## src/sv/pwrl_pkg.sv

```systemverilog
// Shared types and constants of the per-peer window rate limiter.
`default_nettype none

package pwrl_pkg;

    // Table size and count width
    localparam int PEER_COUNT  = 64;
    localparam int COUNT_BITS  = 16;
    localparam int PEER_AW     = (PEER_COUNT > 1) ? $clog2(PEER_COUNT) : 1;

    // Field widths of the item
    localparam int ACTION_W    = 2;
    localparam int INDEX_W     = 6;
    localparam int LIMIT_W     = 16;
    localparam int TIME_W      = 32;
    localparam int STATUS_W    = 3;

    // Width wide enough to compare count+1 with the limit without wrapping
    localparam int CMP_W       = 33;
    localparam logic [CMP_W-1:0] COUNT_MAX = CMP_W'((64'd1 << COUNT_BITS) - 64'd1);

    // Window register value after reset
    localparam logic [TIME_W-1:0] WINDOW_RESET = 32'd1000000;

    // Action codes
    typedef enum logic [ACTION_W-1:0] {
        ACT_CHECK  = 2'd0,
        ACT_SET    = 2'd1,
        ACT_DELETE = 2'd2,
        ACT_RSVD   = 2'd3
    } action_t;

    // Result status codes
    typedef enum logic [STATUS_W-1:0] {
        STAT_GRANTED = 3'd0,
        STAT_OVER    = 3'd1,
        STAT_BUSY    = 3'd2,
        STAT_UNKNOWN = 3'd3,
        STAT_UPDATED = 3'd4
    } status_t;

    // One peer table entry as held in the table memory
    typedef struct packed {
        logic [LIMIT_W-1:0]    limit;
        logic [COUNT_BITS-1:0] count;
        logic                  busy;
        logic [TIME_W-1:0]     stamp;
    } entry_t;

    localparam int ENTRY_W = $bits(entry_t);

endpackage

`default_nettype wire

```

## src/sv/pwrl_ram.sv

```systemverilog
// Simple dual-port synchronous RAM with registered read data.
`default_nettype none

module pwrl_ram #(
    parameter int WIDTH = 8,
    parameter int DEPTH = 16,
    parameter int AW    = (DEPTH > 1) ? $clog2(DEPTH) : 1
) (
    input  wire logic             clk,
    input  wire logic             wr_en,
    input  wire logic [AW-1:0]    wr_addr,
    input  wire logic [WIDTH-1:0] wr_data,
    input  wire logic             rd_en,
    input  wire logic [AW-1:0]    rd_addr,
    output logic      [WIDTH-1:0] rd_data
);

    logic [WIDTH-1:0] mem_reg [DEPTH];
    logic [WIDTH-1:0] rd_data_reg;

    // Write port
    always_ff @(posedge clk)
    begin
        if (wr_en)
        begin
            mem_reg[wr_addr] <= wr_data;
        end
    end

    // Read port, registered read data, held while not enabled
    always_ff @(posedge clk)
    begin
        if (rd_en)
        begin
            rd_data_reg <= mem_reg[rd_addr];
        end
    end

    assign rd_data = rd_data_reg;

endmodule

`default_nettype wire

```

## src/sv/per_peer_window_rate_limiter.sv

```systemverilog
// Top level of the per-peer fixed-window rate limiter.
//
// Each item (check, set or delete of one peer) gives exactly one result item.
// The peer table memory is read in the cycle in which an item is accepted, and
// its data returns in the next cycle, where the execute state makes the decision
// and, for a set or a check of a valid peer, writes the entry back once the
// output register is free; the result is registered into the output register
// when the item completes. The block handles one item at a time and accepts no
// new item until the last has completed; a stalled result holds the block in its
// execute state until the output register frees. Valid marks live in flip-flops
// cleared by reset, so no clearing pass is needed and items are accepted straight after reset.
// window_ticks may only be written while the block is idle.
`default_nettype none

module per_peer_window_rate_limiter (
    input  wire logic                         clk,
    input  wire logic                         rst_n,
    // configuration
    input  wire logic                         window_ticks_we,
    input  wire logic [pwrl_pkg::TIME_W-1:0]  window_ticks,
    // input channel
    input  wire logic                         in_valid,
    output logic                              in_stall,
    input  wire logic [pwrl_pkg::ACTION_W-1:0] action,
    input  wire logic [pwrl_pkg::INDEX_W-1:0] peer_index,
    input  wire logic [pwrl_pkg::LIMIT_W-1:0] limit_value,
    input  wire logic [pwrl_pkg::TIME_W-1:0]  now_time,
    // output channel
    output logic                              out_valid,
    input  wire logic                         out_stall,
    output logic                              granted,
    output logic [pwrl_pkg::STATUS_W-1:0]     status
);

    import pwrl_pkg::*;

    typedef enum logic [1:0] {
        ST_IDLE = 2'b01,
        ST_EXEC = 2'b10
    } state_t;

    state_t                 state_reg, state_next;
    logic [TIME_W-1:0]      window_reg;
    logic [PEER_COUNT-1:0]  valid_reg, valid_next;

    action_t                action_reg;
    logic [INDEX_W-1:0]     idx_reg;
    logic [LIMIT_W-1:0]     limit_reg;
    logic [TIME_W-1:0]      now_reg;

    logic                   out_valid_reg, out_valid_next;
    logic                   granted_reg, granted_next;
    status_t                status_reg, status_next;

    logic                   in_accept;
    logic                   out_free;
    logic                   exec_fire;
    logic                   in_range;
    logic [PEER_AW-1:0]     addr;
    logic                   hit;

    logic [ENTRY_W-1:0]     rd_bits;
    entry_t                 rd_entry;
    entry_t                 wr_entry;
    logic                   wr_en;

    // Handshake
    assign in_stall  = (state_reg != ST_IDLE);
    assign in_accept = in_valid && !in_stall;
    assign out_valid = out_valid_reg;
    assign out_free  = !out_valid_reg || !out_stall;
    assign exec_fire = (state_reg == ST_EXEC) && out_free;

    // Peer table: read at acceptance, written back when a set or a check of a valid peer completes
    pwrl_ram #(
        .WIDTH (ENTRY_W),
        .DEPTH (PEER_COUNT),
        .AW    (PEER_AW)
    ) u_table (
        .clk     (clk),
        .wr_en   (wr_en),
        .wr_addr (addr),
        .wr_data (wr_entry),
        .rd_en   (in_accept),
        .rd_addr (PEER_AW'(peer_index)),
        .rd_data (rd_bits)
    );

    assign rd_entry = entry_t'(rd_bits);
    assign in_range = (32'(idx_reg) < PEER_COUNT);
    assign addr     = PEER_AW'(idx_reg);
    assign hit      = in_range && valid_reg[addr];

    // Decision and entry update
    always_comb
    begin
        logic [TIME_W-1:0]     elapsed;
        logic [COUNT_BITS-1:0] cur_count;
        logic                  cur_busy;
        logic [CMP_W-1:0]      lim_eff;
        logic [CMP_W-1:0]      count_inc;

        elapsed   = now_reg - rd_entry.stamp;
        cur_count = rd_entry.count;
        cur_busy  = rd_entry.busy;
        if (elapsed > window_reg)
        begin
            cur_count = '0;
            cur_busy  = 1'b0;
        end
        lim_eff   = (CMP_W'(rd_entry.limit) > COUNT_MAX) ? COUNT_MAX
                                                          : CMP_W'(rd_entry.limit);
        count_inc = CMP_W'(cur_count) + CMP_W'(1);

        wr_entry     = rd_entry;
        wr_en        = 1'b0;
        valid_next   = valid_reg;
        status_next  = STAT_UNKNOWN;

        case (action_reg)
            ACT_CHECK:
            begin
                if (hit)
                begin
                    wr_en          = exec_fire;
                    wr_entry.count = cur_count;
                    wr_entry.busy  = cur_busy;
                    if (cur_busy)
                    begin
                        status_next = STAT_BUSY;
                    end
                    else if (count_inc <= lim_eff)
                    begin
                        wr_entry.count = COUNT_BITS'(count_inc);
                        wr_entry.stamp = now_reg;
                        status_next    = STAT_GRANTED;
                    end
                    else
                    begin
                        wr_entry.busy  = 1'b1;
                        wr_entry.stamp = now_reg;
                        status_next    = STAT_OVER;
                    end
                end
            end
            ACT_SET:
            begin
                if (in_range)
                begin
                    wr_en           = exec_fire;
                    wr_entry.limit  = limit_reg;
                    wr_entry.count  = '0;
                    wr_entry.busy   = 1'b0;
                    wr_entry.stamp  = now_reg;
                    valid_next[addr] = 1'b1;
                    status_next     = STAT_UPDATED;
                end
            end
            ACT_DELETE:
            begin
                if (in_range)
                begin
                    valid_next[addr] = 1'b0;
                    status_next      = STAT_UPDATED;
                end
            end
            default:
            begin
                status_next = STAT_UNKNOWN;
            end
        endcase

        granted_next = (status_next == STAT_GRANTED);
    end

    // Sequencer and output register control
    always_comb
    begin
        state_next     = state_reg;
        out_valid_next = out_valid_reg && out_stall;
        case (state_reg)
            ST_IDLE:
            begin
                if (in_accept)
                begin
                    state_next = ST_EXEC;
                end
            end
            ST_EXEC:
            begin
                if (exec_fire)
                begin
                    state_next     = ST_IDLE;
                    out_valid_next = 1'b1;
                end
            end
            default:
            begin
                state_next = ST_IDLE;
            end
        endcase
    end

    // Control registers
    always_ff @(posedge clk or negedge rst_n)
    begin
        if (!rst_n)
        begin
            state_reg     <= ST_IDLE;
            out_valid_reg <= 1'b0;
            valid_reg     <= '0;
            window_reg    <= WINDOW_RESET;
        end
        else
        begin
            state_reg     <= state_next;
            out_valid_reg <= out_valid_next;
            if (exec_fire)
            begin
                valid_reg <= valid_next;
            end
            if (window_ticks_we)
            begin
                window_reg <= window_ticks;
            end
        end
    end

    // Item and result payload
    always_ff @(posedge clk)
    begin
        if (in_accept)
        begin
            action_reg <= action_t'(action);
            idx_reg    <= peer_index;
            limit_reg  <= limit_value;
            now_reg    <= now_time;
        end
        if (exec_fire)
        begin
            granted_reg <= granted_next;
            status_reg  <= status_next;
        end
    end

    assign granted = granted_reg;
    assign status  = status_reg;

`ifndef SYNTHESIS
    // Granted flag agrees with the status code
    assert property (@(posedge clk) disable iff (!rst_n)
        out_valid |-> (granted == (status == STAT_GRANTED)))
        else $error("granted disagrees with status");

    // An accepted item holds off the next one
    assert property (@(posedge clk) disable iff (!rst_n)
        in_accept |=> in_stall)
        else $error("input not stalled while an item is in progress");

    // Completing an item always presents a result
    assert property (@(posedge clk) disable iff (!rst_n)
        exec_fire |=> out_valid)
        else $error("completed item gave no result");

    // A set of an in-range peer leaves its valid mark on
    assert property (@(posedge clk) disable iff (!rst_n)
        (exec_fire && action_reg == ACT_SET && in_range) |=> valid_reg[$past(addr)])
        else $error("set action did not mark the peer valid");

    // Table is written only when an item completes
    assert property (@(posedge clk) disable iff (!rst_n)
        wr_en |-> exec_fire)
        else $error("table written outside item completion");
`endif

endmodule

`default_nettype wire

```

## config.mk

```make
export PLATFORM = sky130hd
export DESIGN_NAME = per_peer_window_rate_limiter
export DESIGN_NICKNAME = d
export VERILOG_FILES = /design/src/sv/pwrl_pkg.sv /design/src/sv/pwrl_ram.sv /design/src/sv/per_peer_window_rate_limiter.sv
export SDC_FILE = /design/constraint.sdc
export NUM_CORES = 2
export LEC_CHECK = 0
export ABC_AREA = 1
export ABC_CLOCK_PERIOD_IN_PS = 11020
export BUFFER_PORTS_ARGS = -buffer_cell sky130_fd_sc_hd__buf_2
export CORE_MARGIN = 1
export CORE_UTILIZATION = 45
export CTS_BUF_LIST = sky130_fd_sc_hd__clkbuf_8
export CTS_CLUSTER_SIZE = 8
export DETAILED_ROUTE_END_ITERATION = 7
export PLACE_DENSITY = 0.62
export SYNTH_ARGS = -nofsm -noshare
export SYNTH_HDL_FRONTEND = slang
export SYNTH_MEMORY_MAX_BITS = 65536
export SYNTH_SLANG_ARGS = --single-unit
```

## constraint.sdc

```tcl
create_clock -name clk -period 11.02 [get_ports clk]
set_input_delay 1.653 -clock clk [delete_from_list [all_inputs] [get_ports clk]]
set_output_delay 1.653 -clock clk [all_outputs]
set_load 0.02 [all_outputs]
```

* Yosys cells after proc, flatten, opt, wreduce, memory -nomap -nowiden *
Memory sizes are Yosys's and may differ from the RTL's. A register that Yosys moved wholly into a read port is not among the register bits.
Index checks and enable logic that the tools add are counted.

operators by class
  bitwise logic cells = 3
  order comparisons = 4
  equal/unequal tests = 7
  reduce and logical (&&, ||, !) cells = 14
  mux-type cells = 26
  $add $sub $neg = 2

operator list
  cell                                                                count
  case mux 64 bit (2 select lines)                                    1
  2-to-1 mux 49 bit                                                   2
  case mux 49 bit (2 select lines)                                    1
  bitwise AND 64 bit                                                  1
  NOT 64 bit                                                          1
  OR 64 bit                                                           1
  2-to-1 mux 16 bit                                                   3
  greater-than comparator 32 bit                                      1
  subtractor 32 bit                                                   1
  adder 16 x 1 -> 17 bit (second input constant)                      1
  <= comparator 17 x 16 -> 1 bit                                      1
  2-to-1 mux 1 bit                                                    10
  2-to-1 mux 2 bit                                                    4
  < comparator 6 x 7 -> 1 bit (second input constant)                 1
  binary-select mux 1 bit (select 6 bit)                              1
  demux 1 bit (select 6 bit)                                          1
  greater-or-equal comparator 6 x 1 -> 1 bit (second input constant)  1
  case mux 3 bit (2 select lines)                                     1
  == test 2 x 1 -> 1 bit (second input constant)                      2
  == test 2 bit (second input constant)                               2
  logical AND 1 bit                                                   4
  inequality test 2 bit (second input constant)                       2
  case mux 2 bit (2 select lines)                                     1
  AND reduction 2 bit                                                 2
  other kinds (8)                                                     10

word-level totals
  output and inout bits = 6
  bits in registers = 159
  bits in writable memories = 4,160
  memories kept = 1
  logic and storage cells = 67

memory list
  memory           depth  bits a word  read ports  clocked after Yosys merged registers in  write ports  line            source
  u_table.mem_reg  64     65           1           1                                        1            pwrl_ram.sv:18  logic [WIDTH-1:0] mem_reg [DEPTH];

* Logic depth before layout (Yosys ltp) *
  word-level depth = 10
  mapped depth = 51
  mapped depth without buffers = 48

* Hierarchy *
Synthesis repeated with hierarchy kept, for this count alone.

unflattened totals
  cells, all modules = 15,144
  area, all modules = 179,029.2 um^2

modules (own cells, without submodules)
  module                        cells each  area an instance (um^2)  times used  sequential area each (um^2)
  pwrl_ram                      13,613      167,778.4                1           126,871.7
  per_peer_window_rate_limiter  1,531       11,250.8                 1           4,289.1

* Least setup slack after synthesis *
No wires, ideal clock.

  kind = register to register
  start point = register now_reg[0]
  end point = memory u_table.mem_reg[0][32] (netlist bit) (data pin)
  stages on the path, launching flop included = 44
  buffers on the path = 2
  arrival = 8.352 ns
  required time = 10.318 ns
  slack = 1.967 ns
  clock period less this slack = 9.053 ns
  library setup time = 0.702 ns
  cells stage by stage = edfxtp_1 inv_1 ha_1 inv_1 fa_1 nand3_1 nand2_1 a21oi_1 o21ai_0 a21oi_1 o21ai_0 a21oi_1 o21ai_0 a21oi_1 xor2_1 ha_1 nand2_1 nor2_1 [... 8 more ...] ha_1 nand4_1 nor2_1 nand2_1 xor2_1 ha_1 nand4_1 inv_1 o21ai_0 nand3_1 nand3_1 nand2_1 nand2_1 nand2_1 nand2_1 nand4_1 nand2_1 o21ai_0

on the way
  longest elaborated chain between the ends = 9
  elaborated cells on any way between the ends = 10

ends and longest elaborated chain
  item                                line                                 source
  from (decl)                         per_peer_window_rate_limiter.sv:49   logic [TIME_W-1:0] now_reg;
  from (signal assigned)              per_peer_window_rate_limiter.sv:237  now_reg <= now_time;
  subtractor 32 bit *                 per_peer_window_rate_limiter.sv:103  elapsed = now_reg - rd_entry.stamp;
  greater-than comparator 32 bit *    per_peer_window_rate_limiter.sv:106  if (elapsed > window_reg)
  2-to-1 mux 16 bit                   per_peer_window_rate_limiter.sv:106
  adder 16 x 1 -> 17 bit              per_peer_window_rate_limiter.sv:113  count_inc = CMP_W'(cur_count) + CMP_W'(1);
  <= comparator 17 x 16 -> 1 bit      per_peer_window_rate_limiter.sv:132  else if (count_inc <= lim_eff)
  2-to-1 mux 1 bit                    per_peer_window_rate_limiter.sv:132
  2-to-1 mux 49 bit *                 per_peer_window_rate_limiter.sv:128  if (cur_busy)
  2-to-1 mux 49 bit *                 per_peer_window_rate_limiter.sv:123  if (hit)
  case mux 49 bit (2 select lines) *  per_peer_window_rate_limiter.sv:120  case (action_reg)
  named net u_table.wr_data[32]       pwrl_ram.sv:12                       input wire logic [WIDTH-1:0] wr_data,
  to (decl)                           pwrl_ram.sv:18

Mark *: on every way through the listed nets, which the timed path passes. The rest lies on a longest branch.

* Worst setup path after layout *
  start point = register now_reg[0]
  end point = memory u_table.mem_reg[54][37] (netlist bit) (data pin)

on the way
  longest elaborated chain between the ends = 9
  elaborated cells on any way between the ends = 10

ends and longest elaborated chain
  item                                line
  subtractor 32 bit *                 per_peer_window_rate_limiter.sv:103
  greater-than comparator 32 bit *    per_peer_window_rate_limiter.sv:106
  2-to-1 mux 16 bit                   per_peer_window_rate_limiter.sv:106
  adder 16 x 1 -> 17 bit              per_peer_window_rate_limiter.sv:113
  <= comparator 17 x 16 -> 1 bit      per_peer_window_rate_limiter.sv:132
  2-to-1 mux 16 bit                   per_peer_window_rate_limiter.sv:132
  2-to-1 mux 49 bit *                 per_peer_window_rate_limiter.sv:128
  2-to-1 mux 49 bit *                 per_peer_window_rate_limiter.sv:123
  case mux 49 bit (2 select lines) *  per_peer_window_rate_limiter.sv:120
  named net u_table.wr_data[37]       pwrl_ram.sv:12

Marked as above.

==> metrics.md <==
| Metric | Value |
|---|---|
| Clock Latency Late Sink | 1.26 ns |
| Cell area after placement | 182000 µm² |
| Commonest non-fill, non-tap cells in the layout | edfxtp_1 (4285), nor2_1 (2863), o21ai_0 (2802), o22ai_1 (1285), clkbuf_8 (725) |
| Most common cell on crit path | nand2_1 |
| Share of cells above drive strength 1 | 9.55% |
| Vias per inst | 6.20 |
| Power Dens Cells | 176 nW/µm² |
| Design area | 194000 µm² |
| Nets | 13900 |
| Top FF cell, synth | edfxtp_1 |
| Setup Buffers After CTS | 0 |
| Register area share after synthesis | 75.1% |
| Setup TNS Final | 0 ns |
| Yosys warnings | 0 |
| R2R Path End | u_table.mem_reg[54][37] |
| Crit path required time | 11.93 ns |
| Number of flops mapped to enable cells by yosys | 4285 |
| Max stage delay on crit path | 0.76 ns |
| Worst path slowest cell | nor2_1 |
| First-pass GRT wire length | 798000 µm |
| Final hold vios | 0 |
| Initial antenna violation count | 26 |
| Hold buffers post-CTS | 0 |
| Finish-stage setup viols | 0 |
| Vias | 120000 |
| Layout fillers | 32800 |
| Final hold slack | 0.379 ns |
| Synthesized area | 175000 µm² |
| Worst slew pin tran | 1.41 ns |
| GPL Wtd Cong | 0.864 |
| I/O pins | 99 |
| Max Cap Violations | 0 |
| CP max FO | 64 |
| Total clock buffers created by CTS | 697 |
| Commonest non-fill, non-tap cell in the layout | edfxtp_1 |
| Startpoint Class | register |
| Port Buffers | 98 |
| Root Buffer | clkbuf_8 |
| Tmin final | 9.77 ns |
| FMAX | 102 MHz |
| Post-CTS resize count | 0 |
| DR pass1 iterations | 6 |
| Worst R2R Setup Slack | 1.25 ns |
| Critical path's top delay family | simple AND/OR/NAND/NOR gates |
| Netlist cell types | 50 |
| Drt initial violations | 19200 |
| WP data arrival | 10.68 ns |
| Critical R2R Launch | now_reg[0] |
| Run status | complete, no violations |
| Kind of critical path | reg -> reg |
| Max reg flops | 4160 |
| Non-filler cells, final | 19400 |
| Detail Route Antenna Nets | 0 |
| CP Capture Type | register |
| Initial Util | 45.2% |
| Placed cell count | 18200 |
| Gr ovfl total | 0 |
| Peak supply drop | 0.104 mV |
| Slew margin rel. | 5.58% |
| Final WS setup | 1.25 ns |
| Fin crit share | 88.6% |
| Levels on crit path | 47 |
| DP Wirelength | 262000 µm |
| Max H-tree Level | 6 |
| CTS tree | built |
| Tightest Hold Check Type | in -> async |
| Synth Instances | 13600 |
| Worst-case reg-to-reg path depth | 47 |
| Routed WL per cell | 29.3 µm |
| Leakage | 0.0631 µW |
| Placement Rows | 228 |
| CTS sink cnt | 4384 |
| Die Span X | 625 µm |
| Syn avg cell area | 12.9 µm² |
| Post-synth ARST share | 2.26% |
| GRT Total Usage | 28.2% |
| Vias in the first global route | 111000 |
| Layout area overhead | 10.9% |
| Die Area | 390000 µm² |
| Skew final | 0.0753 ns |
| Syn Nets | 13700 |
| Place WS | 1.55 ns |
| Chip height | 625 µm |
| Buf/Inv on CP | 5 |
| Clock-pin slew on the worst setup and hold paths | 0.07 ns |
| Max Slew Vio Count | 0 |
| Yosys reg bits | 4384 |
| CTS Buffer Depth | 4 |
| Final WL | 568000 µm |
| Unrepaired setup endpoints after global routing | false |
| Post-route DRC | 0 |
| Largest net degree at the start of global routing | 195 |
| Core ar. | 386000 µm² |
-- power by group --
group	switching [µW]	internal [µW]	total, µW	leakage, µW
clock network	6300	6100	12400	0.00711
registers	50.9	18900	18900	0.0400
logic	2150	667	2810	0.0160
-- area by class of cell --
class	count	area (µm²)	share of cell area, %
Inverter	211	832	0.430
Timing Repair Buffer	413	3640	1.88
Multi-Input combinational cell	7996	39600	20.4
Sequential cell	4384	131000	67.7
Antenna cell	7	17.5	0.00904
Clock inverter	455	2000	1.03
Tap cell	5175	6470	3.34
Clock buffer	725	9980	5.15
-- worst max path at each step --
stage / start / endpoint / slack (ns)
finish: now_reg[0] / u_table.mem_reg[54][37] / 1.25
global route: now_reg[0] / u_table.mem_reg[59][46] / 0.48
CTS: now_reg[0] / u_table.mem_reg[53][37] / 1.45
detailed placement: now_reg[0] / u_table.mem_reg[51][37] / 1.55
global placement: now_reg[0] / u_table.mem_reg[52][37] / 1.46
floorplan: now_reg[0] / u_table.mem_reg[0][32] / 1.97
-- cells by family (layout without fill, tap and decap cells) --
kind of cell | after synthesis | count (layout) | synth area share (%)
multiplexers | 2 | 2 | 0.0129
XOR/XNOR | 40 | 40 | 0.201
adder cells (fa/ha/maj) | 84 | 84 | 0.606
AO/OA/AOI/OAI | 4328 | 4328 | 13.6
flip-flops | 4384 | 4384 | 75.1
other | 0 | 7 | 0
buffers and inverters | 1189 | 1804 | 2.62
AND/OR/NAND/NOR | 3542 | 3542 | 7.88
-- synth_stat cells (6+ instances only) --
master,n,share of area [%]
o21ai_0,2818,8.1
buf_6,9,0.058
o32ai_1,81,0.41
o21ai_1,15,0.043
dfrtp_1,91,1.3
edfxtp_1,4285,74
buf_2,25,0.072
a22oi_1,6,0.026
buf_1,35,0.075
inv_1,193,0.41
nand2_1,412,0.89
clkbuf_1,907,2.0
nand3_1,143,0.41
xnor2_1,11,0.055
ha_1,83,0.59
nor3_1,78,0.22
o22ai_1,1285,4.6
inv_2,17,0.037
a21oi_1,94,0.27
xor2_1,29,0.15
nand4_1,22,0.079
dfstp_2,8,0.12
nor2_1,2866,6.2
-- metrics by stage --
step | utilization (%) | power [µW]
2_1_floorplan | - | 21000
3_3_place_gp | 47.1 | 22000
3_5_place_dp | 47.1 | 22000
4_1_cts | 50.2 | 34200
5_1_grt | 50.2 | 35200
6_report | 50.2 | 34100
-- layer usage --
layer / share of wire [%] / routed length (µm) / vias up / GRT usage (%)
met1: 39 / 221000 / 60000 / 40.0
met4: 4.1 / 23200 / 12 / 11.0
met5: 0.014 / 78 / - / 0
met2: 44 / 251000 / 7950 / 43.1
met3: 13 / 71900 / 1212 / 5.44
li1: - / - / 50900 / -
No activity file was read; power rests on OpenSTA's default activity.
